===== src/rtl/pfh_pkg.sv =====
package pfh_pkg;

    localparam int CAPACITY_DEF   = 64;
    localparam int COORD_BITS_DEF = 24;
    localparam int AREA_W         = 64;
    localparam int COUNT_OUT_W    = 7;
    localparam int CFG_IDX_W      = 2;

    localparam logic [1:0] ST_ACCEPTED  = 2'd0;
    localparam logic [1:0] ST_DOMINATED = 2'd1;
    localparam logic [1:0] ST_FULL      = 2'd2;
    localparam logic [1:0] ST_CLEARED   = 2'd3;

    localparam logic OP_INSERT = 1'b0;
    localparam logic OP_CLEAR  = 1'b1;

    localparam logic [CFG_IDX_W-1:0] REG_REF_X = 2'd0;
    localparam logic [CFG_IDX_W-1:0] REG_REF_Y = 2'd1;

    typedef logic [2:0] cell_cmd_t;
    localparam cell_cmd_t CMD_NONE = 3'd0;
    localparam cell_cmd_t CMD_INS  = 3'd1;
    localparam cell_cmd_t CMD_SETY = 3'd2;
    localparam cell_cmd_t CMD_SETS = 3'd3;
    localparam cell_cmd_t CMD_DEL  = 3'd4;

    typedef logic signed [AREA_W-1:0] area_t;

    localparam area_t AREA_MAX = {1'b0, {(AREA_W-1){1'b1}}};
    localparam area_t AREA_MIN = {1'b1, {(AREA_W-1){1'b0}}};

    function automatic area_t sat_add(area_t a, area_t b);
        logic [AREA_W:0] s;
        s = {a[AREA_W-1], a} + {b[AREA_W-1], b};
        if (s[AREA_W] != s[AREA_W-1])
        begin
            return s[AREA_W] ? AREA_MIN : AREA_MAX;
        end
        return area_t'(s[AREA_W-1:0]);
    endfunction

    function automatic area_t sat_sub(area_t a, area_t b);
        logic [AREA_W:0] s;
        s = {a[AREA_W-1], a} - {b[AREA_W-1], b};
        if (s[AREA_W] != s[AREA_W-1])
        begin
            return s[AREA_W] ? AREA_MIN : AREA_MAX;
        end
        return area_t'(s[AREA_W-1:0]);
    endfunction

endpackage


===== src/rtl/pfh_front.sv =====
module pfh_front #(
    parameter int COORD_BITS = pfh_pkg::COORD_BITS_DEF
) (
    input  logic                         clk,
    input  logic                         rst_n,
    input  logic                         start,
    output logic                         busy,
    input  logic                         op,
    input  logic signed [COORD_BITS-1:0] cand_x,
    input  logic signed [COORD_BITS-1:0] cand_y,
    output logic                         q_valid,
    output logic                         q_clear,
    output logic signed [COORD_BITS-1:0] q_x,
    output logic signed [COORD_BITS-1:0] q_y,
    input  logic                         q_pop
);

    localparam int W = 1 + 2 * COORD_BITS;

    logic [W-1:0] slot_reg [2];
    logic         wr_ptr_reg;
    logic         rd_ptr_reg;
    logic [1:0]   fill_reg;
    logic         push;
    logic         pop;
    logic [W-1:0] head;

    assign busy    = (fill_reg == 2'd2);
    assign push    = start && !busy;
    assign pop     = q_pop && (fill_reg != 2'd0);
    assign q_valid = (fill_reg != 2'd0);
    assign head    = slot_reg[rd_ptr_reg];
    assign q_clear = (head[W-1] == pfh_pkg::OP_CLEAR);
    assign q_x     = $signed(head[2*COORD_BITS-1:COORD_BITS]);
    assign q_y     = $signed(head[COORD_BITS-1:0]);

    always_ff @(posedge clk)
    begin
        if (push)
        begin
            slot_reg[wr_ptr_reg] <= {op, cand_x, cand_y};
        end
    end

    always_ff @(posedge clk or negedge rst_n)
    begin
        if (!rst_n)
        begin
            wr_ptr_reg <= 1'b0;
            rd_ptr_reg <= 1'b0;
            fill_reg   <= 2'd0;
        end
        else
        begin
            if (push)
            begin
                wr_ptr_reg <= !wr_ptr_reg;
            end
            if (pop)
            begin
                rd_ptr_reg <= !rd_ptr_reg;
            end
            if (push && !pop)
            begin
                fill_reg <= fill_reg + 2'd1;
            end
            else if (pop && !push)
            begin
                fill_reg <= fill_reg - 2'd1;
            end
        end
    end

endmodule


===== config.mk =====
export PLATFORM = sky130hd
export DESIGN_NAME = pfh_front
export DESIGN_NICKNAME = d
export VERILOG_FILES = /design/src/rtl/pfh_pkg.sv /design/src/rtl/pfh_front.sv
export SDC_FILE = /design/constraint.sdc
export NUM_CORES = 1
export LEC_CHECK = 0
export BUFFER_PORTS_ARGS = -buffer_cell sky130_fd_sc_hd__buf_2
export CORE_AREA = 2 2 103 105
export DETAILED_ROUTE_END_ITERATION = 8
export DIE_AREA = 0 0 105 107
export GPL_TIMING_DRIVEN = 0
export HOLD_SLACK_MARGIN = 0.12
export PLACE_DENSITY = 0.64
export SLEW_MARGIN = 25
export SYNTH_ARGS = -nofsm -noshare
export SYNTH_HDL_FRONTEND = slang
export SYNTH_SLANG_ARGS = --single-unit

===== constraint.sdc =====
create_clock -name clk -period 6.52 [get_ports clk]
set_input_delay 1.304 -clock clk [delete_from_list [all_inputs] [get_ports clk]]
set_output_delay 1.304 -clock clk [all_outputs]
set_load 0.005 [all_outputs]

==> results.md <==
- The flow ran to the end, and the final reports show no timing, DRC or antenna violations.
- The worst hold path depth is 1.
- Ranked by total cell area, the synthesized netlist is headed by sky130_fd_sc_hd__edfxtp_1 74%, sky130_fd_sc_hd__mux2_4 18%, sky130_fd_sc_hd__buf_12 2.5%.
- Of the total power, combinational logic draws 0.369.
- In the synthesized netlist, the number of instances is ~170.
- The total of flip-flops plus latches after synthesis is approximately 100.
- In this run the cell area of the synthesized design comes to 3990 um2.
- In this run the tool buffered the top-level ports with about 100 buffer cells.
- The data arrival time at the worst-slack endpoint is between 1 and 1.5 ns.
- The die covers 11200 um2.
- The depth of the worst register-to-register path is 4.
- The residual DRC count is 0.
- Max-cap violations in this run came to 0.
- The max-slew violation count is 0.
- After detailed routing, the number of vias per cell comes to about 4.4.
- The worst setup skew after layout is ~0.010 ns.
- The count of nets left with antenna violations once routing finished came out at 0.
- In this run the worst path has a maximum fanout of 10.
- The share of synthesized area in the top cell type comes to 0.738.
- The finished cells cover 4940 um2.
- The launch instance of the worst register-to-register path is fill_reg[0].
- The final layout net count is roughly 340.
- The largest area contributor in the synthesized netlist is sky130_fd_sc_hd__edfxtp_1.
- The later pin in the worst-skew pair is clocked with a latency of approximately 0.36 ns.
- Of the cells placed in the final design, the portion with a size suffix greater than 1 is 0.599.
- The number of buffers inserted for hold repair after clock tree synthesis is 0.
- The TritonCTS buffer count is 9.
- The worst hold slack is 0.515 ns.
- Once placement finished, the instance area stood at about 4800 um2.
- After detailed routing, the total wire length is ~6300 um.
- The number of antenna violations at the first check in global routing is 0.
- The sequential group share of total power is 0.452.
- Of the total power, the share spent switching nets is 0.270.
- The DRC violation total after the first TritonRoute iteration is 42.
- The die boundary height is approximately 110 um.
- Relative to the synthesized area, the layout overhead comes to 23.7%.
- The I/O pin count is between 100 and 150.
- After layout, the minimum clock period comes to ~2.8 ns.
- At the worst endpoint, the required time is between 5 and 6 ns.
- For the pin with the worst max-slew slack, the measured transition is around 0.43 ns.
- The share of the cycle needed by the critical path after routing is 0.426.
- The multi-input combinational cell area is 841 um2.
- The TritonCTS clock tree is done.
- In the layout the commonest cells are 103 x sky130_fd_sc_hd__buf_2, 98 x sky130_fd_sc_hd__edfxtp_1, 49 x sky130_fd_sc_hd__mux2_4.
- For this configuration, the core starts out at a cell density of 0.395.
- The wire length per cell after detailed routing is 14.6 um.
- The endpoint of the worst hold path is fill_reg[1].
- In the final timing run, aggregate negative setup slack is 0 ns.
- The setup check on the worst reg-to-reg path leaves a slack of 4.84 ns.
- The critical register-to-register path endpoint is slot_reg[0][32].
- Global routing finished with a remaining overflow of 0.
- The footprint of the flip-flops and latches is between 3000 and 4000 um2.
- The number of flip-flops in the largest register is 98.
- The number of cell rows is 37.
- For this design the ratio of total power to cell area is about 420 nW/um2.
- The all-layer global routing usage is 0.118.
- The net switching component of the power is ~560 uW.
- IR analysis of the VDD net gives a maximum drop of 236 uV.
- The sequential cell area fraction in the yosys report is 0.763.
- The startpoint of the most critical setup path is rd_ptr_reg.
- In this run the tightest slew margin relative to its limit is 0.715.
- The worst setup path is captured at an output port.
- The HPWL reported at the end of detailed placement is 4260 um.
- Static timing analysis puts the maximum clock frequency at 0.360 GHz.
- Entering global routing, the biggest net connects 34 pins.
- In this run, placement finished with an instance count of approximately 410.
- The final cell count without fillers is 430.
- The portion of total power attributed to the clock network is 0.179.
- The critical path class is reg -> out.
- Clock-pin slew was measured on the worst setup and hold paths at about 0.090 ns.
- The final number of setup-violating endpoints is 0.
- The CTS sink count is 102.
- The via count of the first global-routing pass is 1993.
- The worst hold path startpoint is fill_reg[1].
- The path class of the tightest hold or removal check is reg -> reg.
- Yosys printed 0 warnings.
- STA classifies the critical path startpoint as a flip-flop.
- In this run the post-CTS setup repair buffer count came out at 0.
- The internal power is 1510 uW.
- The final weighted congestion in routability-driven placement is about 0.62.
- Averaged over all synthesized cells, the footprint is 23.2 um2.
- The clock passes through at most 2 buffers.
- CTS placed an instance of sky130_fd_sc_hd__clkbuf_8 at the clock tree root.
- The routed layout has roughly 1.9k vias.
- The area of the placeable core is just over 10000 um2.
- The net count after synthesis is about 230.
- CTS built an H-tree with a depth of 3.
- Fill cells in the final layout number slightly below 900.
- The wire length of the first global-routing pass is 9870 um.
- The number of antenna diodes in the final layout is 0.
- Total power for the finished layout comes to between 2000 and 2500 uW.
- The most frequent standard cell in the layout excluding fill and tap cells is sky130_fd_sc_hd__buf_2.
- Once the clock tree was built, the resizer swapped 0 gates to a different size.
- The pre-antenna-repair detailed-routing pass consisted of 4 iterations.
- The number of failing hold endpoints at the final stage is 0.
- The die extent in x is 105 um.
- Setup repair after global routing left no endpoint under its margin.
- The standby leakage power is between 0.0015 and 0.002 uW.
- The number of distinct library cells after synthesis is 15.
## kinds of logic after synthesis
kind of cell               Yosys count  share of synthesized area
and+or+nand+nor                      7                    0.00910
DFF                                102                      0.763
xor gates and xnor gates             5                     0.0110
muxes                               49                      0.184
buffers and inverters                8                     0.0298
adders and majority gates            1                    0.00314
## per-stage QoR
stage | setup slack [ns] | util
2_1_floorplan | 2.62 | -
3_3_place_gp | 1.21 | 0.463
3_5_place_dp | 4.05 | 0.471
4_1_cts | 3.70 | 0.489
5_1_grt | 3.66 | 0.489
6_report | 3.74 | 0.489
## metal layers
layer / vias to the layer above / global-route usage / routed length [um]
met2: 68 / 0.195 / 3140
met1: 911 / 0.138 / 2600
li1: 901 / - / -
met4: 0 / 0.0714 / 148
met3: 10 / 0.0322 / 413
met5: - / 0 / 0
## power groups by stage
stage               clock network (uW)  logic [uW]  registers (uW)
finish                             371         766             937
global route                       412         829             951
CTS                                386         792             938
detailed placement                   0         790             952
global placement                     0         744             961
floorplan                            0         516             950
## worst max-delay path: stages (launching register included)
cell	delay, ns
sky130_fd_sc_hd__dfrtp_1	0.38
sky130_fd_sc_hd__buf_6	0.15
sky130_fd_sc_hd__buf_12	0.16
sky130_fd_sc_hd__mux2_4	0.30
sky130_fd_sc_hd__buf_2	0.13
## final cells by class
class,count,share of cell area
Inverter,2,0.00152
Sequential cell,102,0.616
Multi-Input combinational cell,62,0.170
Timing Repair Buffer,106,0.118
Clock buffer,11,0.0266
Tap cell,136,0.0345
Buffer,6,0.0226
Clock inverter,5,0.0101
## worst max path at each step
| stage | to |
|---|---|
| 5_1_grt | q_x[14] |
| 6_report | q_x[11] |
| 2_1_floorplan | slot_reg[0][0] |
| 3_3_place_gp | slot_reg[0][22] |
| 3_5_place_dp | slot_reg[0][24] |
| 4_1_cts | q_x[8] |
## cell usage after synthesis
master / instances
sky130_fd_sc_hd__mux2_4: 49
sky130_fd_sc_hd__nand2_2: 1
sky130_fd_sc_hd__nand2_1: 1
sky130_fd_sc_hd__xor2_1: 2
sky130_fd_sc_hd__xnor2_1: 3
sky130_fd_sc_hd__or2_1: 1
sky130_fd_sc_hd__inv_1: 2
sky130_fd_sc_hd__and3_1: 1
sky130_fd_sc_hd__dfrtp_1: 4
sky130_fd_sc_hd__edfxtp_1: 98
sky130_fd_sc_hd__nor2_1: 2
sky130_fd_sc_hd__buf_12: 5
sky130_fd_sc_hd__ha_1: 1
sky130_fd_sc_hd__buf_6: 1
sky130_fd_sc_hd__nand2b_1: 1
Note: power is estimated with default switching activity, not from simulation.
